`config.mk`:
```
export PLATFORM = sky130hd
export DESIGN_NAME = dgr_cmd_queue
export DESIGN_NICKNAME = d
export VERILOG_FILES = /design/src/dgr_pkg.sv /design/src/dgr_cmd_queue.sv
export SDC_FILE = /design/constraint.sdc
export NUM_CORES = 1
export LEC_CHECK = 0
export BUFFER_PORTS_ARGS = -buffer_cell sky130_fd_sc_hd__buf_2
export CAP_MARGIN = 10
export CORE_MARGIN = 10
export CORE_UTILIZATION = 40
export DETAILED_ROUTE_END_ITERATION = 12
export PLACE_DENSITY = 0.75
export SYNTH_ARGS = -nofsm -noshare
export SYNTH_HDL_FRONTEND = slang
export SYNTH_SLANG_ARGS = --single-unit
```
`constraint.sdc`:
```
create_clock -name clock -period 4.3 [get_ports clock]
set_input_delay 0 -clock clock [delete_from_list [all_inputs] [get_ports clock]]
set_output_delay 0 -clock clock [all_outputs]
set_load 0.03 [all_outputs]
```
`src/dgr_pkg.sv`:
```
// Shared types, sizes and helper functions for the disc and glyph raster engine.
// No dependencies; every other file imports this package.
`default_nettype none

package dgr_pkg;

   localparam int MAX_WIDTH  = 512;
   localparam int MAX_HEIGHT = 512;

   localparam int CFG_W   = 10;
   localparam int DIM_W   = $clog2(((MAX_WIDTH > MAX_HEIGHT) ? MAX_WIDTH : MAX_HEIGHT) + 1);
   localparam int DEPTH   = MAX_WIDTH * MAX_HEIGHT;
   localparam int ADDR_W  = $clog2(DEPTH);
   localparam int TOT_W   = $clog2(DEPTH + 1);

   localparam int OP_W      = 2;
   localparam int POS_W     = 11;
   localparam int RAD_W     = 10;
   localparam int RGB_W     = 24;
   localparam int GLYPH_W   = 64;
   localparam int BIDX_W    = 17;
   localparam int BYTE_W    = 8;
   localparam int PIX_W     = 3;
   localparam int CSR_IDX_W = 2;

   // working widths of signed coordinates and of unsigned squared distances
   localparam int COORD_W = 13;
   localparam int SQ_W    = 24;

   // pixels that one packed byte can touch, and the pixel index width of a read
   localparam int FETCH_PIX = 4;
   localparam int FCNT_W    = $clog2(FETCH_PIX + 1);
   localparam int RPIX_W    = BIDX_W + 4;

   // ceil(2^BIDX_W / 3): (b * DIV3_RECIP) >> BIDX_W is b / 3 for any b below 2^BIDX_W
   localparam logic [BIDX_W-1:0] DIV3_RECIP = 17'd43691;

   localparam int QDEPTH = 2;
   localparam int QPTR_W = $clog2(QDEPTH);
   localparam int QCNT_W = $clog2(QDEPTH + 1);

   localparam logic [CFG_W-1:0]     SIZE_RESET       = 10'd512;
   localparam logic [CSR_IDX_W-1:0] REG_FRAME_WIDTH  = 2'd0;
   localparam logic [CSR_IDX_W-1:0] REG_FRAME_HEIGHT = 2'd1;

   localparam logic [PIX_W-1:0] COLOR_BLACK = 3'd0;
   localparam logic [PIX_W-1:0] COLOR_WHITE = 3'd7;
   localparam logic [7:0]       CHAN_HALF   = 8'h80;

   typedef enum logic [OP_W-1:0] {
      OP_CLEAR = 2'd0,
      OP_DISC  = 2'd1,
      OP_GLYPH = 2'd2,
      OP_READ  = 2'd3
   } op_type;

   typedef struct packed {
      op_type                    op;
      logic signed [POS_W-1:0]   pos_x;
      logic signed [POS_W-1:0]   pos_y;
      logic [RAD_W-1:0]          radius;
      logic [PIX_W-1:0]          color;
      logic [GLYPH_W-1:0]        glyph_rows;
      logic [BIDX_W-1:0]         byte_index;
   } cmd_type;

   typedef struct packed {
      logic [DIM_W-1:0] w;
      logic [DIM_W-1:0] h;
      logic [TOT_W-1:0] total;
      logic [TOT_W-1:0] plen;
   } geom_type;

   function automatic logic [DIM_W-1:0] eff_size(input logic [CFG_W-1:0] v, input int maxv);
      logic [DIM_W-1:0] res;
      if (v == '0) begin
         res = DIM_W'(1);
      end else if (32'(v) > maxv) begin
         res = DIM_W'(maxv);
      end else begin
         res = DIM_W'(v);
      end
      return res;
   endfunction

   // byte index = 3q + j: first pixel is 8q + pix_offset(j)
   function automatic logic [2:0] pix_offset(input logic [1:0] j);
      logic [2:0] res;
      unique case (j)
         2'd0:    res = 3'd0;
         2'd1:    res = 3'd2;
         2'd2:    res = 3'd5;
         default: res = 3'd0;
      endcase
      return res;
   endfunction

   // bit of the first pixel that lands in bit 0 of the byte
   function automatic logic [1:0] bit_offset(input logic [1:0] j);
      logic [1:0] res;
      unique case (j)
         2'd0:    res = 2'd0;
         2'd1:    res = 2'd2;
         2'd2:    res = 2'd1;
         default: res = 2'd0;
      endcase
      return res;
   endfunction

endpackage

`default_nettype wire

```
`src/dgr_cmd_queue.sv`:
```
// Short command queue between the decode front end and the drawing back end.
// Depends on dgr_pkg.
`default_nettype none

module dgr_cmd_queue import dgr_pkg::*; (
   input  logic    clock,
   input  logic    reset,
   input  logic    push_valid,
   output logic    push_ready,
   input  cmd_type push_cmd,
   output logic    pop_valid,
   input  logic    pop_ready,
   output cmd_type pop_cmd
);

   cmd_type            slot_ff [QDEPTH];
   logic [QPTR_W-1:0]  wr_ptr_ff, wr_ptr_in;
   logic [QPTR_W-1:0]  rd_ptr_ff, rd_ptr_in;
   logic [QCNT_W-1:0]  count_ff, count_in;
   logic               push, pop;

   assign push_ready = (count_ff != QCNT_W'(QDEPTH));
   assign pop_valid  = (count_ff != '0);
   assign push       = push_valid && push_ready;
   assign pop        = pop_valid && pop_ready;
   assign pop_cmd    = slot_ff[rd_ptr_ff];

   always_comb begin
      wr_ptr_in = wr_ptr_ff;
      rd_ptr_in = rd_ptr_ff;
      count_in  = count_ff;
      if (push) begin
         wr_ptr_in = (wr_ptr_ff == QPTR_W'(QDEPTH - 1)) ? '0 : wr_ptr_ff + QPTR_W'(1);
      end
      if (pop) begin
         rd_ptr_in = (rd_ptr_ff == QPTR_W'(QDEPTH - 1)) ? '0 : rd_ptr_ff + QPTR_W'(1);
      end
      if (push && !pop) begin
         count_in = count_ff + QCNT_W'(1);
      end else if (pop && !push) begin
         count_in = count_ff - QCNT_W'(1);
      end
   end

   always_ff @(posedge clock) begin
      if (reset) begin
         wr_ptr_ff <= '0;
         rd_ptr_ff <= '0;
         count_ff  <= '0;
      end else begin
         wr_ptr_ff <= wr_ptr_in;
         rd_ptr_ff <= rd_ptr_in;
         count_ff  <= count_in;
      end
   end

   always_ff @(posedge clock) begin
      if (push) begin
         slot_ff[wr_ptr_ff] <= push_cmd;
      end
   end

endmodule

`default_nettype wire

```
==> impl_metrics.py <==
metrics = {
    "cells_and_area": {
        "num-fill-cells": 1652,
        "syn2layout_area_growth_pct": 40.5,
        "n_antenna_cell": 0,
        "regArea_um2": 7190,
        "multi_input_area_um2": 1530,
        "fin_nets": 893,
        "final_layout_size_suffix_gt1_frac": 0.513,
        "final_cells": 1067,
    },
    "run_status": {
        "run_status": "completed",
    },
    "power": {
        "seq_power_share": 0.421,
        "p_clk_frac": 0.291,
        "p_per_area_nw_per_um2": 596,
        "total_power_uw": 7370,
        "p_sw_uw": 2320,
        "p_int_uw": 5050,
        "sw_frac_of_total": 0.315,
        "power_leakage_uw": 0.00469,
        "combPwrFrac": 0.289,
        "ir_worst_vdd_v": 0.000399,
    },
    "logic_synthesis": {
        "synth_top_area_frac": 0.805,
        "ys.warnings.count": 0,
        "synth.distinct_cells": 19,
        "synth_nets": 514,
        "syn_avg_cell_area_um2": 22.5,
        "yosysMostFrequentCell": "edfxtp_1",
        "yosysTopAreaCell": "edfxtp_1",
        "synth-seq-area-share": 0.816,
        "synth_edf_count": 236,
        "synthTopCellsByCount": "236 x edfxtp_1, 98 x mux2_2, 20 x mux2_4, 9 x buf_2, 5 x dfxtp_1",
        "synthArstFlopShare": 0,
        "synth-seq-cells": 241,
        "syn_inst": 391,
        "ys.flop_type": "edfxtp_1",
        "synth_area_leaders": "edfxtp_1 81%, mux2_2 13%, mux2_4 3.4%",
        "syn_area_um2": 8800,
    },
    "floorplan": {
        "initial_utilization": 0.405,
        "dieHeight_um": 168,
        "ios": 242,
        "rows": 54,
        "fp.coreArea_um2": 21800,
        "die-area_um2": 28300,
        "die_w_um": 168,
    },
    "clock_network": {
        "cts-root-buf": "clkbuf_16",
        "cts_tree": "yes",
        "ctsResizeCount": 0,
        "clk_pin_slew_ns": 0.06,
        "cts.sinks": 241,
        "cts_buffers": 25,
        "htree_levels": 1,
        "cts_buffer_depth": 3,
        "clk_latency_ns": 0.50,
        "post_cts_buffers": 0,
    },
    "sta": {
        "min_period_over_period": 0.578,
        "drv_slew": 0,
        "hold_viol_final": 0,
        "max_freq_mhz": 402,
        "setup_viol": 0,
        "rsz0062_at_grt": "false",
        "hold_slack_ns": 0.138,
        "relSlewSlack": 0.332,
        "tightestPinTransition_ns": 1.00,
        "finalSetupTns_ns": 0,
        "fin_crit_ns": 2.49,
        "fin_worst_skew_ns": 0.00774,
    },
    "global_routing": {
        "overflow": 0,
        "grt_pass1_vias": 5505,
        "grt_max_degree": 72,
        "grt_pass1_wl_um": 30400,
        "track_usage": 0.132,
        "antenna_found_initial": 0,
    },
    "setup_path": {
        "reg2reg_slack_ns": 2.03,
        "crit_path_start_kind": "flip-flop",
        "r2r_end": "slot_ff[1][21]",
        "arrival_ns": 2.49,
        "cp-end-kind": "primary output",
        "path_cells": "buf_12 -> mux2_2 -> buf_2",
        "r2r-start": "count_ff[0]",
        "slowest_stage": "dfxtp_4",
        "worst_ep_required_time_ns": 4.30,
        "critPathMaxStageDelay_ns": 0.98,
        "reg2regPathDepth": 3,
        "path_class": "reg -> out",
        "worst-path-max-fanout": 71,
    },
    "placed_design": {
        "dp_hpwl_um": 12100,
        "portBuffers": 241,
        "gp_congestion": 0.737,
        "placed_cells": 902,
    },
    "hold_path": {
        "hold_class": "in -> reg",
        "min_to": "count_ff[0]",
        "holdPathStages": 5,
        "hp-start": "push_valid",
    },
    "drt": {
        "via_per_inst": 4.63,
        "route.vias.total": 4942,
        "drc": 0,
        "ant_nets": 0,
        "wirelength_um": 19900,
        "drt_first_pass_iters": 4,
        "routedWlPerCell_um": 18.6,
        "drtIter0Drc": 210,
    },
    "flow_run": {
        "drv_cap": 0,
    },
}
==> metal layers <==
layer,GRT usage,vias to the layer above,share of wire
met1,0.149,2415,0.38
met2,0.233,174,0.52
met4,0.0413,0,0.025
li1,-,2315,-
met3,0.0438,38,0.076
met5,0,-,0
==> power groups by stage <==
stage / sequential, uW / clock [uW] / combinational (uW)
finish: 3100 / 2140 / 2130
floorplan: 3060 / 0 / 1570
global placement: 3140 / 0 / 2050
CTS: 3100 / 2190 / 2150
detailed placement: 3150 / 0 / 2050
global route: 3130 / 2300 / 2250
==> critical path: cells and delay by family, from the launching register on <==
family / cells / cell delay [ns]
buffers and inverters: 2 / 0.56
flip-flops: 1 / 0.98
multiplexers: 1 / 0.39
==> worst max-delay path by stage <==
stage,from,end,depth (start not counted)
2_1_floorplan,count_ff[0],slot_ff[1][0],2
3_3_place_gp,count_ff[0],slot_ff[1][56],3
3_5_place_dp,count_ff[0],slot_ff[0][105],4
4_1_cts,flip-flop,pop_cmd[110],3
5_1_grt,flip-flop,pop_cmd[7],3
6_report,flip-flop,pop_cmd[110],3
==> stage by stage <==
step	util	setup slack, ns	cell area, um^2
floorplan	-	0.224	8800
global placement	0.475	2.10	10300
finish	0.569	1.81	12400
global route	0.569	1.67	12400
CTS	0.569	1.72	12400
detailed placement	0.475	2.06	10300
==> layout make-up <==
| cell class | instances | area share |
|---|---|---|
| multi-input combinational | 136 | 0.123 |
| sequential | 241 | 0.581 |
| tap | 280 | 0.0283 |
| inverter | 1 | 0.000506 |
| clock inverter | 15 | 0.0144 |
| timing repair buffer | 365 | 0.200 |
| clock buffer | 29 | 0.0518 |
==> kinds of logic after synthesis <==
logic type | after synthesis | synth area share
DFF | 241 | 0.816
and+or+nand+nor | 9 | 0.00569
AOI/OAI and AO/OA | 5 | 0.00341
muxes | 118 | 0.159
adders and majority gates | 1 | 0.00142
xor gates and xnor gates | 3 | 0.00299
buffers and inverters | 14 | 0.0107
==> registers in the layout, summed over array words and instances, names as in the netlist, named ones only <==
| signal | flops |
|---|---|
| rd_ptr_ff | 1 |
| count_ff | 2 |
| wr_ptr_ff | 1 |
| slot_ff | 236 |
==> cell usage in the layout, fill, tap and decap left out <==
cell / instances
buf_12: 3
dfxtp_1: 4
o21ai_0: 2
edfxtp_1: 236
clkbuf_1: 4
ha_1: 1
nor2_1: 3
xor2_1: 3
nand2b_1: 1
mux2_2: 98
bufinv_16: 4
nand3b_1: 1
mux2_4: 20
buf_2: 241
clkinv_1: 3
and2_1: 1
dlygate4sd3_1: 121
clkinv_2: 7
a21oi_1: 2
inv_8: 1
clkbuf_16: 25
a21bo_2: 1
or2_2: 1
or3_1: 1
inv_4: 1
and3_4: 1
dfxtp_4: 1
==> what timing repair did <==
action	in CTS	in global routing
hold buffers	121	0
setup endpoints to repair	0	0
endpoints found under the hold margin	241	0
No activity file was read; power rests on OpenSTA's default activity.
