### src/dgr_pkg.sv
// Shared types, sizes and helper functions for the disc and glyph raster engine.
// No dependencies; every other file imports this package.
`default_nettype none

package dgr_pkg;

   localparam int MAX_WIDTH  = 512;
   localparam int MAX_HEIGHT = 512;

   localparam int CFG_W   = 10;
   localparam int DIM_W   = $clog2(((MAX_WIDTH > MAX_HEIGHT) ? MAX_WIDTH : MAX_HEIGHT) + 1);
   localparam int DEPTH   = MAX_WIDTH * MAX_HEIGHT;
   localparam int ADDR_W  = $clog2(DEPTH);
   localparam int TOT_W   = $clog2(DEPTH + 1);

   localparam int OP_W      = 2;
   localparam int POS_W     = 11;
   localparam int RAD_W     = 10;
   localparam int RGB_W     = 24;
   localparam int GLYPH_W   = 64;
   localparam int BIDX_W    = 17;
   localparam int BYTE_W    = 8;
   localparam int PIX_W     = 3;
   localparam int CSR_IDX_W = 2;

   // working widths of signed coordinates and of unsigned squared distances
   localparam int COORD_W = 13;
   localparam int SQ_W    = 24;

   // pixels that one packed byte can touch, and the pixel index width of a read
   localparam int FETCH_PIX = 4;
   localparam int FCNT_W    = $clog2(FETCH_PIX + 1);
   localparam int RPIX_W    = BIDX_W + 4;

   // ceil(2^BIDX_W / 3): (b * DIV3_RECIP) >> BIDX_W is b / 3 for any b below 2^BIDX_W
   localparam logic [BIDX_W-1:0] DIV3_RECIP = 17'd43691;

   localparam int QDEPTH = 2;
   localparam int QPTR_W = $clog2(QDEPTH);
   localparam int QCNT_W = $clog2(QDEPTH + 1);

   localparam logic [CFG_W-1:0]     SIZE_RESET       = 10'd512;
   localparam logic [CSR_IDX_W-1:0] REG_FRAME_WIDTH  = 2'd0;
   localparam logic [CSR_IDX_W-1:0] REG_FRAME_HEIGHT = 2'd1;

   localparam logic [PIX_W-1:0] COLOR_BLACK = 3'd0;
   localparam logic [PIX_W-1:0] COLOR_WHITE = 3'd7;
   localparam logic [7:0]       CHAN_HALF   = 8'h80;

   typedef enum logic [OP_W-1:0] {
      OP_CLEAR = 2'd0,
      OP_DISC  = 2'd1,
      OP_GLYPH = 2'd2,
      OP_READ  = 2'd3
   } op_type;

   typedef struct packed {
      op_type                    op;
      logic signed [POS_W-1:0]   pos_x;
      logic signed [POS_W-1:0]   pos_y;
      logic [RAD_W-1:0]          radius;
      logic [PIX_W-1:0]          color;
      logic [GLYPH_W-1:0]        glyph_rows;
      logic [BIDX_W-1:0]         byte_index;
   } cmd_type;

   typedef struct packed {
      logic [DIM_W-1:0] w;
      logic [DIM_W-1:0] h;
      logic [TOT_W-1:0] total;
      logic [TOT_W-1:0] plen;
   } geom_type;

   function automatic logic [DIM_W-1:0] eff_size(input logic [CFG_W-1:0] v, input int maxv);
      logic [DIM_W-1:0] res;
      if (v == '0) begin
         res = DIM_W'(1);
      end else if (32'(v) > maxv) begin
         res = DIM_W'(maxv);
      end else begin
         res = DIM_W'(v);
      end
      return res;
   endfunction

   // byte index = 3q + j: first pixel is 8q + pix_offset(j)
   function automatic logic [2:0] pix_offset(input logic [1:0] j);
      logic [2:0] res;
      unique case (j)
         2'd0:    res = 3'd0;
         2'd1:    res = 3'd2;
         2'd2:    res = 3'd5;
         default: res = 3'd0;
      endcase
      return res;
   endfunction

   // bit of the first pixel that lands in bit 0 of the byte
   function automatic logic [1:0] bit_offset(input logic [1:0] j);
      logic [1:0] res;
      unique case (j)
         2'd0:    res = 2'd0;
         2'd1:    res = 2'd2;
         2'd2:    res = 2'd1;
         default: res = 2'd0;
      endcase
      return res;
   endfunction

endpackage

`default_nettype wire

### src/dgr_ifs.sv
// Channel interfaces of the raster engine: command, response and register write.
// Depends on dgr_pkg.
`default_nettype none

interface dgr_req_if import dgr_pkg::*; ();
   logic                     valid;
   logic                     ready;
   logic [OP_W-1:0]          op;
   logic signed [POS_W-1:0]  pos_x;
   logic signed [POS_W-1:0]  pos_y;
   logic [RAD_W-1:0]         radius;
   logic [RGB_W-1:0]         fill_rgb;
   logic [GLYPH_W-1:0]       glyph_rows;
   logic [BIDX_W-1:0]        byte_index;

   modport source (output valid, op, pos_x, pos_y, radius, fill_rgb, glyph_rows, byte_index,
                   input ready);
   modport sink   (input valid, op, pos_x, pos_y, radius, fill_rgb, glyph_rows, byte_index,
                   output ready);
endinterface


interface dgr_csr_if import dgr_pkg::*; ();
   logic                 valid;
   logic                 ready;
   logic [CSR_IDX_W-1:0] index;
   logic [CFG_W-1:0]     data;

   modport source (output valid, index, data, input ready);
   modport sink   (input valid, index, data, output ready);
endinterface

`default_nettype wire

### src/dgr_front.sv
// Front end: frame size registers, derived geometry, command decode.
// Depends on dgr_pkg and dgr_ifs.
`default_nettype none

module dgr_front import dgr_pkg::*; (
   input  logic        clock,
   input  logic        reset,
   dgr_req_if.sink     req_if,
   dgr_csr_if.sink     csr_if,
   output logic        push_valid,
   input  logic        push_ready,
   output cmd_type     push_cmd,
   output geom_type    geom
);

   logic [CFG_W-1:0] width_ff, width_in;
   logic [CFG_W-1:0] height_ff, height_in;
   logic [TOT_W-1:0] total_ff;
   logic [TOT_W-1:0] plen_ff;
   logic [DIM_W-1:0] w_eff, h_eff;
   logic [TOT_W+1:0] plen_sum;
   logic [PIX_W-1:0] disc_color;

   assign csr_if.ready = 1'b1;

   always_comb begin
      width_in  = width_ff;
      height_in = height_ff;
      if (csr_if.valid) begin
         unique case (csr_if.index)
            REG_FRAME_WIDTH:  width_in  = csr_if.data;
            REG_FRAME_HEIGHT: height_in = csr_if.data;
            default: ;
         endcase
      end
   end

   always_ff @(posedge clock) begin
      if (reset) begin
         width_ff  <= SIZE_RESET;
         height_ff <= SIZE_RESET;
      end else begin
         width_ff  <= width_in;
         height_ff <= height_in;
      end
   end

   assign w_eff = eff_size(width_ff, MAX_WIDTH);
   assign h_eff = eff_size(height_ff, MAX_HEIGHT);

   // packed length (3*total+7)/8, one register after the product
   assign plen_sum = (TOT_W + 2)'(total_ff) * (TOT_W + 2)'(PIX_W) + (TOT_W + 2)'(7);

   always_ff @(posedge clock) begin
      total_ff <= TOT_W'(w_eff * h_eff);
      plen_ff  <= TOT_W'(plen_sum >> 3);
   end

   assign geom.w     = w_eff;
   assign geom.h     = h_eff;
   assign geom.total = total_ff;
   assign geom.plen  = plen_ff;

   // channel at least half scale sets its color bit
   assign disc_color = {req_if.fill_rgb[7:0]   >= CHAN_HALF,
                        req_if.fill_rgb[15:8]  >= CHAN_HALF,
                        req_if.fill_rgb[23:16] >= CHAN_HALF};

   always_comb begin
      push_cmd.op         = op_type'(req_if.op);
      push_cmd.pos_x      = req_if.pos_x;
      push_cmd.pos_y      = req_if.pos_y;
      push_cmd.radius     = req_if.radius;
      push_cmd.glyph_rows = req_if.glyph_rows;
      push_cmd.byte_index = req_if.byte_index;
      unique case (op_type'(req_if.op))
         OP_DISC:  push_cmd.color = disc_color;
         OP_GLYPH: push_cmd.color = COLOR_WHITE;
         OP_CLEAR: push_cmd.color = COLOR_BLACK;
         OP_READ:  push_cmd.color = COLOR_BLACK;
         default:  push_cmd.color = COLOR_BLACK;
      endcase
   end

   assign push_valid   = req_if.valid;
   assign req_if.ready = push_ready;

endmodule

`default_nettype wire

### src/flat_wrapper.sv
// flat-port wrapper written by rule: the top's interface ports become plain ports
module dgr_front_flat import dgr_pkg::*;
  (clock, reset, push_valid, push_ready, push_cmd, geom, req_if_valid, req_if_op, req_if_pos_x, req_if_pos_y, req_if_radius, req_if_fill_rgb, req_if_glyph_rows, req_if_byte_index, req_if_ready, csr_if_valid, csr_if_index, csr_if_data, csr_if_ready);
  dgr_req_if req_if_i ();
  dgr_csr_if csr_if_i ();
  input  logic clock;
  input  logic reset;
  output logic push_valid;
  input  logic push_ready;
  output cmd_type push_cmd;
  output geom_type geom;
  input wire logic [$bits(req_if_i.valid)-1:0] req_if_valid;
  input wire logic [$bits(req_if_i.op)-1:0] req_if_op;
  input wire logic [$bits(req_if_i.pos_x)-1:0] req_if_pos_x;
  input wire logic [$bits(req_if_i.pos_y)-1:0] req_if_pos_y;
  input wire logic [$bits(req_if_i.radius)-1:0] req_if_radius;
  input wire logic [$bits(req_if_i.fill_rgb)-1:0] req_if_fill_rgb;
  input wire logic [$bits(req_if_i.glyph_rows)-1:0] req_if_glyph_rows;
  input wire logic [$bits(req_if_i.byte_index)-1:0] req_if_byte_index;
  output wire logic [$bits(req_if_i.ready)-1:0] req_if_ready;
  input wire logic [$bits(csr_if_i.valid)-1:0] csr_if_valid;
  input wire logic [$bits(csr_if_i.index)-1:0] csr_if_index;
  input wire logic [$bits(csr_if_i.data)-1:0] csr_if_data;
  output wire logic [$bits(csr_if_i.ready)-1:0] csr_if_ready;
  assign req_if_i.valid = req_if_valid;
  assign req_if_i.op = req_if_op;
  assign req_if_i.pos_x = req_if_pos_x;
  assign req_if_i.pos_y = req_if_pos_y;
  assign req_if_i.radius = req_if_radius;
  assign req_if_i.fill_rgb = req_if_fill_rgb;
  assign req_if_i.glyph_rows = req_if_glyph_rows;
  assign req_if_i.byte_index = req_if_byte_index;
  assign req_if_ready = req_if_i.ready;
  assign csr_if_i.valid = csr_if_valid;
  assign csr_if_i.index = csr_if_index;
  assign csr_if_i.data = csr_if_data;
  assign csr_if_ready = csr_if_i.ready;
  dgr_front u_core (.clock(clock), .reset(reset), .req_if(req_if_i), .csr_if(csr_if_i), .push_valid(push_valid), .push_ready(push_ready), .push_cmd(push_cmd), .geom(geom));
endmodule
### config.mk
export PLATFORM = sky130hd
export DESIGN_NAME = dgr_front_flat
export DESIGN_NICKNAME = d
export VERILOG_FILES = /design/src/dgr_pkg.sv /design/src/dgr_ifs.sv /design/src/dgr_front.sv /design/src/flat_wrapper.sv
export SDC_FILE = /design/constraint.sdc
export NUM_CORES = 1
export LEC_CHECK = 0
export BUFFER_PORTS_ARGS = -buffer_cell sky130_fd_sc_hd__buf_2
export CAP_MARGIN = 20
export CORE_MARGIN = 5
export CORE_UTILIZATION = 48
export DETAILED_ROUTE_END_ITERATION = 8
export PLACE_DENSITY_LB_ADDON = 0.08
export SETUP_SLACK_MARGIN = 0.3
export SYNTH_ARGS = -nofsm -noshare
export SYNTH_HDL_FRONTEND = slang
export SYNTH_SLANG_ARGS = --single-unit
### constraint.sdc
create_clock -name clock -period 6.6 [get_ports clock]
set_input_delay 0.99 -clock clock [delete_from_list [all_inputs] [get_ports clock]]
set_output_delay 0.99 -clock clock [all_outputs]
set_load 0.02 [all_outputs]
==> summary.txt, run 1 <==
====================================================================================
Total vias in the final route                                                  4,874
Number of synthesized flops with an enable pin                                     0
Largest stage delay on the critical path                                     0.56 ns
Most common library cell in the layout ignoring fill and taps                 nor2_1
Area of all placed cells without fillers                                    6880 µm²
Remaining number of nets flagged by the antenna check after routing                0
Maximum vdd drop                                                          0.000119 V
Max-slew violation count                                                           0
Number of core rows                                                               43
Initial antenna violation count                                                    0
Register area share after synthesis                                            16.8%
Clock-pin slew on the worst setup and hold paths                             0.06 ns
Synthesized-area fraction occupied by ao, oa, aoi and oai cells                8.71%
Post-CTS resize count                                                              0
Total GRT Usage                                                                18.4%
Synth Register Bits                                                               57
Final estimated routing congestion in global placement                         0.875
Post-synthesis adder-cell area fraction                                        33.9%
Crit Path Category                                                        reg -> reg
Relative area change from synthesis to final layout                            1.14%
Crit-path max FO                                                                  14
Number of H-tree levels                                                            3
Slew at the pin closest to its max-slew limit                                1.13 ns
Vias per Instance                                                               5.18
Slowest-stage cell, CP                                                          fa_1
Primary FF master, synth                                                     dfxtp_1
Combinational family with the most area after synthesis                  adder cells
Number of library cell types mapped by synthesis                                  53
Synth Instances                                                                  785
Total of buffers placed on input and output ports                                 81
Clock latency on the worst-skew pair                                         0.33 ns
Die outline height                                                            129 µm
Worst endpoint required time                                                 6.86 ns
Start point of the worst min-delay path                                 u_core.height_ff[0]
Total Wirelength                                                             14.9 mm
Placed Cells                                                                     925
Post-CTS Hold Fix Bufs                                                             0
Area of the die                                                           16,700 µm²
Max Fclk                                                                     168 MHz
Timing startpoint of the critical path                                  u_core.width_ff[9]
Max-slew headroom                                                              24.7%
Setup clock skew after layout                                              0.0120 ns
Area post-placement                                                         6590 µm²
Final total negative setup slack                                                0 ns
Share of post-route cells with drive strength above 1                          16.3%
Clock net sink count                                                              57
Antenna Diode Count                                                                0
Count of final setup violators                                                     0
Starting utilization of the core area                                          49.0%
Total of max-cap violations                                                        0
Unrepaired setup endpoints after global routing                                   no
Global-route wire length before repair                                       24.2 mm
Count of TritonRoute iterations in the first routing pass                          4
Endpoint class of the critical path                                         register
# nets final                                                                   1,060
TritonCTS clock tree                                                             yes
Tmin final                                                                   5.96 ns
Run status                                                              finished clean
Initial detailed-routing violation count                                         124
Yosys warning total                                                                0
Fin worst setup slack                                                       0.640 ns
Vias in the first global route                                                 5,028
Total clock buffers created by CTS                                                 9
Post-layout instance count excluding filler cells                                941
Share of synthesized flip-flops with an asynchronous set or reset                 0%
Net Count, Synth                                                               1,089
Core Footprint                                                            13,900 µm²
Largest buffer count on any clock path                                             2
Setup WS pre-CTS                                                            0.498 ns
Total gr overflow                                                                  0
LEAKAGE                                                                      3.92 nW
Number of post-CTS setup repair buffers                                            0
Ports placed on the boundary                                                     335
Critical path, cell by cell                                             inv_1 > nand2_1 > inv_1 > nand2_1 > fa_1 > fa_1 > inv_1 > fa_1 > fa_1 > inv_1 > fa_1 > inv_1 > ha_1 > nand3_1 > o211ai_2 > a2111oi_4 > nor3_2 > or4b_1 > nand3_1
Largest delay share family, worst path                                   adder cells
Pin count of the biggest net entering global routing                              22
Final hold viol count                                                              0
Start of the worst register-to-register path                            u_core.width_ff[9]
Fraction of the core area covered by cells at the end of the flow              49.6%
Chip width                                                                    129 µm
Mux share of post-synthesis cell area                                          2.94%
Residual DRC                                                                       0
CP Data Arrival Time                                                         6.22 ns
Most frequent cells in the layout                                       nor2_1, inv_1, ha_1
Type of the tightest min-delay check                                      reg -> reg
Power per cell area                                                       129 nW/µm²
Count of buffering cells on the critical path with inverters included              5
CTS root buf                                                               clkbuf_16
Startpoint type of the worst setup path                                     register
Mean instance size in the synthesized netlist                               8.67 µm²
Simple-gate area share of the yosys netlist                                    14.4%
Xor-xnor portion of the synthesized cell area                                  3.99%
Wire length per cell                                                         15.8 µm
Final worst-path cycle share                                                   90.3%
Synthesized area                                                            6810 µm²
HPWL Detailed                                                                12.3 mm
====================================================================================
[synth_stat cells, types with 5 or more instances]
| cell | count | share of area, % |
|---|---|---|
| buf_4 | 119 | 13 |
| nor2_1 | 95 | 5.2 |
| inv_1 | 93 | 5.1 |
| ha_1 | 87 | 16 |
| fa_1 | 61 | 18 |
| dfxtp_1 | 57 | 17 |
| nand2_1 | 57 | 3.1 |
| a21oi_1 | 22 | 1.6 |
| xnor2_1 | 22 | 2.8 |
| mux2i_1 | 20 | 2.9 |
| clkbuf_1 | 15 | 0.83 |
| nand3_1 | 12 | 0.88 |
| nand2b_1 | 11 | 1.0 |
| o21ai_0 | 10 | 0.74 |
| a21o_1 | 9 | 0.99 |
| nor2b_1 | 9 | 0.83 |
| xor2_1 | 9 | 1.2 |
| a31oi_1 | 6 | 0.55 |
| and2_1 | 6 | 0.55 |
| nor3_1 | 5 | 0.37 |
| nor4_1 | 5 | 0.46 |
[path summary, 6_finish.rpt]
kind,slack (ns),endpoint,cells after the start
max,0.64,u_core.total_ff[17],19
max reg2reg,0.64,u_core.total_ff[17],19
min,0.51,u_core.height_ff[0],2
min reg2reg,0.51,u_core.height_ff[0],2
[final cells by class]
class / count / area [µm²]
clock buffer: 10 / 239
clock inverter: 6 / 42.5
timing repair buffer: 95 / 510
inverter: 93 / 349
multi-input combinational: 500 / 4380
fill: 1394 / 7000
tap: 180 / 225
sequential: 57 / 1140
[state kept, by name, summed over array words and instances (netlist names)]
register          cells
u_core.height_ff     10
u_core.plen_ff       18
u_core.total_ff      19
u_core.width_ff      10
[through the flow]
| stage | total power [mW] | hold slack (ns) |
|---|---|---|
| floorplan | 0.533 | 0.461 |
| global route | 0.929 | 0.537 |
| CTS | 0.903 | 0.519 |
| global placement | 0.460 | 0.494 |
| finish | 0.885 | 0.513 |
| detailed placement | 0.461 | 0.505 |
[worst min-delay path: cells and delay by family (launching register included)]
family | cells | cell delay, ns
simple gates | 1 | 0.07
flops | 1 | 0.33
mux | 1 | 0.07
[cell families after synthesis]
group           count (synthesis)
other cells                     2
simple gates                  218
buf+inv                       228
mux                            20
flops                          57
compound gates                 81
xor+xnor                       31
fa+ha+maj                     148
[report_power, final]
part / total, mW / internal (mW) / switching (mW)
clock: 0.431 / 0.264 / 0.167
combinational: 0.0908 / 0.0355 / 0.0553
sequential: 0.363 / 0.356 / 0.00740
total: 0.885 / 0.655 / 0.230
[metal layers]
layer / part of all wire [%] / global-route usage (%) / routed length, µm / vias to the layer above
met1: 43 / 22.4 / 6460 / 2298
met5: 0 / 0 / 0 / -
met3: 7.7 / 6.18 / 1140 / 33
li1: - / - / - / 2359
met2: 47 / 31.0 / 7080 / 184
met4: 1.5 / 5.50 / 221 / 0
No activity file was read; power rests on OpenSTA's default activity.
==> run 2: changes to the inputs <==
- BUFFER_PORTS_ARGS: -buffer_cell sky130_fd_sc_hd__buf_2 -> -buffer_cell sky130_fd_sc_hd__buf_4
==> run 2 against run 1 <==
Sequential share of layout area shrank 0.57 points; final cell count stayed put; sequential cell count stayed put; non-clock buffer count unchanged; largest cell class unchanged; register-to-register slack worse by 0.02 ns; via count shrank 0.78%; worst setup slack got worse by 0.015 ns; global-route usage about the same; critical path depth is 1 higher; wire length decreased by 0.44%; critical path type unchanged.
==> summary.txt, run 2 (synthesis results as in run 1) <==
====================================================================================
Total of buffers placed on input and output ports                                 81   unchanged
Startpoint type of the worst setup path                                     register
Residual DRC                                                                       0   unchanged
Slowest-stage cell, CP                                                          fa_1
Count of TritonRoute iterations in the first routing pass                          6   +2
CP Capture Point                                                        u_core.total_ff[17]
Worst endpoint required time                                                 6.87 ns   about the same
CTS root buf                                                               clkbuf_16
Wire length per cell                                                         15.8 µm   -0.44%
Relative area change from synthesis to final layout                            4.76%
Total gr overflow                                                                  0   unchanged
Power consumption                                                             974 µW   +10%
Crit Path Category                                                        reg -> reg
HPWL Detailed                                                                12.3 mm   +0.68%
Top Registers                                                           u_core.total_ff: 19 flops, u_core.plen_ff: 18 flops
Setup clock skew after layout                                              0.0101 ns   -0.00194 ns
Largest delay share family, worst path                                   adder cells
TritonCTS clock tree                                                             yes
Power per cell area                                                       137 nW/µm²   +6.3%
Worst Reg2Reg Path Length in Cells                                                20   +1
Initial antenna violation count                                                    0   unchanged
Starting utilization of the core area                                          49.0%   unchanged
Vias per Instance                                                               5.14   -0.78%
Start of the worst register-to-register path                            u_core.width_ff[5]
Area of the die                                                           16,700 µm²   unchanged
Int Power                                                                     734 µW   +12%
Area of all placed cells without fillers                                    7130 µm²   +3.6%
Fill count                                                                     1,313   -5.8%
Clock network fraction of total power                                          52.5%   +3.8 points
Sequential share of power                                                      37.3%   -3.7 points
Critical path, cell by cell                                             nor4_2 > a21oi_1 > or2_2 > inv_1 > nand2_1 > fa_1 > fa_1 > inv_1 > fa_1 > fa_1 > inv_1 > fa_1 > inv_1 > ha_1 > nand3_1 > o211ai_2 > a2111oi_4 > nor3_2 > or4b_1 > nand3_1
Number of gates on the worst path with buffers counted                            20   +1
Antenna Diode Count                                                                0   unchanged
Die outline height                                                            129 µm   unchanged
Final total negative setup slack                                                0 ns   unchanged
CP Data Arrival Time                                                         6.24 ns   +0.02 ns
Total vias in the final route                                                  4,836   -0.78%
Worst flop-to-flop path endpoint                                        u_core.total_ff[17]
Core Footprint                                                            13,900 µm²   unchanged
Slew at the pin closest to its max-slew limit                                1.06 ns   -0.0607 ns
Tmin final                                                                   5.98 ns   +0.0151 ns
Most frequent cells in the layout                                       nor2_1, buf_4, inv_1
Library cell appearing most often on the critical path                          fa_1
Total Wirelength                                                             14.8 mm   -0.44%
Share of post-route cells with drive strength above 1                          16.3%   unchanged
Net load switching power                                                      240 µW   +4.6%
Largest buffer count on any clock path                                             2   unchanged
Number of post-CTS setup repair buffers                                            0   unchanged
Vias in the first global route                                                 5,020   -0.16%
Largest stage delay on the critical path                                     0.56 ns   about the same
Remaining number of nets flagged by the antenna check after routing                0   unchanged
Global-route wire length before repair                                       24.4 mm   +0.65%
Timing startpoint of the critical path                                  u_core.width_ff[5]
Final hold viol count                                                              0   unchanged
Run status                                                              finished clean
Total of max-cap violations                                                        0   unchanged
Final worst-path cycle share                                                   90.5%   +0.23 points
Clock-pin slew on the worst setup and hold paths                             0.06 ns   about the same
Clock latency on the worst-skew pair                                         0.33 ns   about the same
Unrepaired setup endpoints after global routing                                   no
LEAKAGE                                                                      3.96 nW   +1.1%
Switching share of total power                                                 24.7%   -1.3 points
Maximum vdd drop                                                          0.000125 V   +5.6%
Area post-placement                                                         6800 µm²   +3.1%
Chip width                                                                    129 µm   unchanged
Clock net sink count                                                              57   unchanged
Final estimated routing congestion in global placement                         0.872   -0.37%
Count of buffering cells on the critical path with inverters included              4   -1
Ports placed on the boundary                                                     335   unchanged
Total GRT Usage                                                                18.4%   -0.023 points
# nets final                                                                   1,060   unchanged
Count of final setup violators                                                     0   unchanged
Initial detailed-routing violation count                                         169   +36%
Endpoint class of the critical path                                         register
Post-CTS Hold Fix Bufs                                                             0   unchanged
Type of the tightest min-delay check                                      reg -> reg
Max Fclk                                                                     167 MHz   -0.25%
Max-slew violation count                                                           0   unchanged
Number of H-tree levels                                                            3   unchanged
Register ranked first by flip-flop count                                u_core.total_ff
Fraction of the core area covered by cells at the end of the flow              51.4%   +1.8 points
Pin count of the biggest net entering global routing                              22   unchanged
Crit-path max FO                                                                   8   -6
Number of core rows                                                               43   unchanged
Total clock buffers created by CTS                                                 9   unchanged
Max-slew headroom                                                              28.7%   +4.1 points
Logic gate share of total power                                                10.2%   about the same
Max reg flops                                                                     19   unchanged
Reg-to-reg slack, setup                                                      0.62 ns   -0.02 ns
====================================================================================
run 2: worst register-to-register path: stages (launching register included):
cell and delay (ns):
dfxtp_1 0.33, nor4_2 0.30, a21oi_1 0.09, or2_2 0.39, inv_1 0.15, nand2_1 0.09, fa_1 0.56, fa_1 0.54
inv_1 0.05, fa_1 0.50, fa_1 0.54, inv_1 0.05, fa_1 0.53, inv_1 0.04, ha_1 0.34, nand3_1 0.17
o211ai_2 0.15, a2111oi_4 0.41, nor3_2 0.10, or4b_1 0.51, nand3_1 0.08
run 2: worst min path at each step:
stage	cells past startpoint	end	startpoint
after CTS	2	u_core.height_ff[0]	u_core.height_ff[0]
after detailed placement	2	u_core.height_ff[0]	u_core.height_ff[0]
final	2	u_core.height_ff[0]	u_core.height_ff[0]
after global routing	2	u_core.width_ff[2]	u_core.width_ff[2]
after floorplan	2	u_core.width_ff[0]	u_core.width_ff[0]
after global placement	2	u_core.height_ff[0]	u_core.height_ff[0]
run 2: layout make-up:
class	instances	area (µm²)	area share, %
clock buffer	9	225	3.16
clock inverter	7	103	1.44
inverter	93	349	4.90
multi-input combinational	500	4370	61.3
sequential	57	1140	16.0
tap	180	225	3.16
timing repair buffer	95	713	10.0
run 2: power by group through the flow:
stage / sequential, mW / combinational (mW) / clock [mW]
5_1_grt: 0.365 / 0.109 / 0.542
6_report: 0.363 / 0.0993 / 0.512
4_1_cts: 0.363 / 0.100 / 0.526
3_3_place_gp: 0.371 / 0.0988 / 0
3_5_place_dp: 0.371 / 0.100 / 0
2_1_floorplan: 0.377 / 0.156 / 0
run 2: through the flow:
step           cells  setup WS (ns)  hold WS [ns]
6_report         941          0.625         0.505
5_1_grt          941          0.304         0.547
4_1_cts          941          0.552         0.512
3_5_place_dp     925          0.564         0.496
3_3_place_gp     925          0.620         0.486
2_1_floorplan    785          0.802         0.461
run 2: metal layers:
metal	up-vias	GRT usage, %	part of all wire, %	wire, µm
met5	-	0	0	0
met4	0	6.36	2.5	369
met3	35	5.81	7.3	1080
met2	167	29.9	46	6860
met1	2272	23.1	44	6530
li1	2362	-	-	-
run 2: repair_timing:
action,4_1_cts,5_1_grt
gates resized for setup,0,1
endpoints found under the hold margin,0,0
setup endpoints to repair,0,1
==> run 3: changes to the inputs <==
--- a/config.mk
+++ b/config.mk
@@ -13,2 +13,3 @@
 export PLACE_DENSITY_LB_ADDON = 0.08
+export REMOVE_ABC_BUFFERS = 1
 export SETUP_SLACK_MARGIN = 0.3
==> constraint.sdc (replaced) <==
create_clock -name clock -period 6.6 [get_ports clock]
set_input_delay 0 -clock clock [delete_from_list [all_inputs] [get_ports clock]]
set_output_delay 0 -clock clock [all_outputs]
set_load 0.02 [all_outputs]
==> run 3 against run 2 <==
Fmax shrank 0.63%; final area up 1.6%; via count is 12% higher; register-to-register slack got worse by 0.04 ns; sequential share of layout area shrank 0.25 points; final cell count grew 1.7%; combinational power is 8% higher; critical path depth is the same.
==> summary.txt, run 3 (synthesis results as in run 1) <==
====================================================================================
Total gr overflow                                                                  0   unchanged
Chip width                                                                    129 µm   unchanged
Slew at the pin closest to its max-slew limit                                1.07 ns   +0.00735 ns
Total clock buffers created by CTS                                                 9   unchanged
Largest delay share family, worst path                                   adder cells
HPWL Detailed                                                                30.8 mm   +150%
Switching share of total power                                                 27.2%   +2.5 points
Initial detailed-routing violation count                                         310   +83%
Count of final setup violators                                                     0   unchanged
Logic gate share of total power                                                11.6%   +1.4 points
Tmin final                                                                   6.01 ns   +0.0378 ns
Ports placed on the boundary                                                     335   unchanged
Run status                                                              finished clean
Max Fclk                                                                     166 MHz   -0.63%
Library cell appearing most often on the critical path                          fa_1
Type of the tightest min-delay check                                       in -> out
Final worst-path cycle share                                                   91.1%   +0.57 points
Setup clock skew after layout                                              0.0113 ns   +0.00123 ns
Hold slack                                                               0.000139 ns   -0.505 ns
Vias in the first global route                                                 5,358   +6.7%
Starting utilization of the core area                                          49.0%   unchanged
Total vias in the final route                                                  5,427   +12%
Register ranked first by flip-flop count                                u_core.total_ff
Total of buffers placed on input and output ports                                 81   unchanged
Number of core rows                                                               43   unchanged
Initial antenna violation count                                                    2   +2
LEAKAGE                                                                      4.01 nW   +1.2%
Total Wirelength                                                             33.8 mm   +130%
Power per cell area                                                       128 nW/µm²   -6.6%
Die outline height                                                            129 µm   unchanged
Sequential share of power                                                      39.4%   +2.1 points
Clock network fraction of total power                                          49.1%   -3.4 points
Total of max-cap violations                                                        0   unchanged
Largest buffer count on any clock path                                             2   unchanged
Start of the worst register-to-register path                            u_core.width_ff[5]
Startpoint type of the worst setup path                                     register
Vias per Instance                                                               5.67   +10%
Crit-path max FO                                                                   8   unchanged
Slowest-stage cell, CP                                                          fa_1
Wire length per cell                                                         35.3 µm   +120%
Final estimated routing congestion in global placement                          1.14   +31%
Worst endpoint required time                                                 6.88 ns   about the same
Int Power                                                                     673 µW   -8.3%
Clock-pin slew on the worst setup and hold paths                             0.06 ns   about the same
Total GRT Usage                                                                40.4%   +22 points
Max reg flops                                                                     19   unchanged
Largest stage delay on the critical path                                     0.55 ns   about the same
Number of gates on the worst path with buffers counted                            20   unchanged
CP Capture Point                                                        u_core.total_ff[17]
Residual DRC                                                                       0   unchanged
Critical path, cell by cell                                             nor4_2 > a21oi_1 > or2_2 > inv_1 > nand2_1 > fa_1 > fa_1 > inv_1 > fa_1 > fa_1 > inv_1 > fa_1 > inv_1 > ha_1 > nand3_1 > o211ai_2 > a2111oi_4 > nor3_2 > or4b_1 > nand3_1
Crit Path Category                                                        reg -> reg
Count of TritonRoute iterations in the first routing pass                          5   -1
Share of post-route cells with drive strength above 1                          16.0%   -0.31 points
Endpoint class of the critical path                                         register
Most frequent cells in the layout                                       nor2_1, buf_4, inv_1
Global-route wire length before repair                                       44.4 mm   +82%
# nets final                                                                   1,075   +1.4%
Worst flop-to-flop path endpoint                                        u_core.total_ff[17]
Max-slew violation count                                                           0   unchanged
Core Footprint                                                            13,900 µm²   unchanged
Top Registers                                                           u_core.total_ff: 19 flops, u_core.plen_ff: 18 flops
Number of H-tree levels                                                            3   unchanged
CP Data Arrival Time                                                         6.29 ns   +0.05 ns
Unrepaired setup endpoints after global routing                                   no
Clock net sink count                                                              57   unchanged
Pin count of the biggest net entering global routing                              22   unchanged
Timing startpoint of the critical path                                  u_core.width_ff[5]
Relative area change from synthesis to final layout                            6.44%
Remaining number of nets flagged by the antenna check after routing                0   unchanged
CTS root buf                                                               clkbuf_16
TritonCTS clock tree                                                             yes
Final hold viol count                                                              0   unchanged
Clock latency on the worst-skew pair                                         0.34 ns   about the same
Count of buffering cells on the critical path with inverters included              4   unchanged
Start point of the worst min-delay path                                 req_if_byte_index[0]
Area of the die                                                           16,700 µm²   unchanged
Worst Reg2Reg Path Length in Cells                                                20   unchanged
Max-slew headroom                                                              28.2%   -0.49 points
Final total negative setup slack                                                0 ns   unchanged
Maximum vdd drop                                                          0.000116 V   -7.6%
Reg-to-reg slack, setup                                                      0.59 ns   -0.04 ns
Net load switching power                                                      251 µW   +4.5%
====================================================================================
-- run 3: cell count changes in the layout (fill, tap and decap cells not counted), sizes merged --
cell         before  now
clkinvlp          1    2
diode             0    1
bufinv            2    0
dlygate4sd3       0   15
clkbuf            9   10
-- run 3: cell type report --
cell class | instances | area [µm²]
clock inverters | 6 | 50.0
well taps | 180 | 225
repair buffers | 110 | 863
inverters | 93 | 349
flip-flops and latches | 57 | 1140
clock buffers | 10 | 239
fillers | 1360 | 6640
diodes | 1 | 2.50
multi-input cells | 500 | 4370
-- run 3: worst min-delay path by stage --
stage	depth (start not counted)	end	slack, ns
global placement	0	push_cmd[0]	0.0002
CTS	0	push_cmd[0]	0.0002
detailed placement	0	push_cmd[0]	0.0002
finish	0	push_cmd[0]	0.0001
global route	0	push_cmd[0]	0.0001
floorplan	0	push_cmd[0]	0
-- run 3: power groups by stage --
stage	Sequential, mW	Combinational, mW	Clock, mW
after floorplan	0.379	0.0472	0
after global placement	0.371	0.0983	0
after detailed placement	0.371	0.100	0
after CTS	0.364	0.107	0.459
after global routing	0.365	0.116	0.473
final	0.364	0.107	0.453
-- run 3: stage by stage --
stage	power, mW	setup WS, ns	utilization (%)	cell area [µm²]	std cells
floorplan	0.426	0.884	-	5850	650
global placement	0.469	0.619	49.0	6800	925
detailed placement	0.471	0.553	49.0	6800	925
CTS	0.930	0.522	52.1	7230	956
global route	0.954	0.303	52.2	7240	956
finish	0.924	0.587	52.2	7240	957
-- run 3: what timing repair did --
item | in CTS | in global routing
setup buffers | 0 | 0
setup endpoints to repair | 0 | 1
gates resized for setup | 0 | 1
hold buffers | 15 | 0
hold endpoints to repair | 20 | 0
-- run 3: metal layers --
metal | track usage, % | part of all wire [%]
met1 | 26.3 | 23
met2 | 64.9 | 45
met3 | 38.3 | 20
met4 | 33.7 | 11
met5 | 12.6 | 0.78
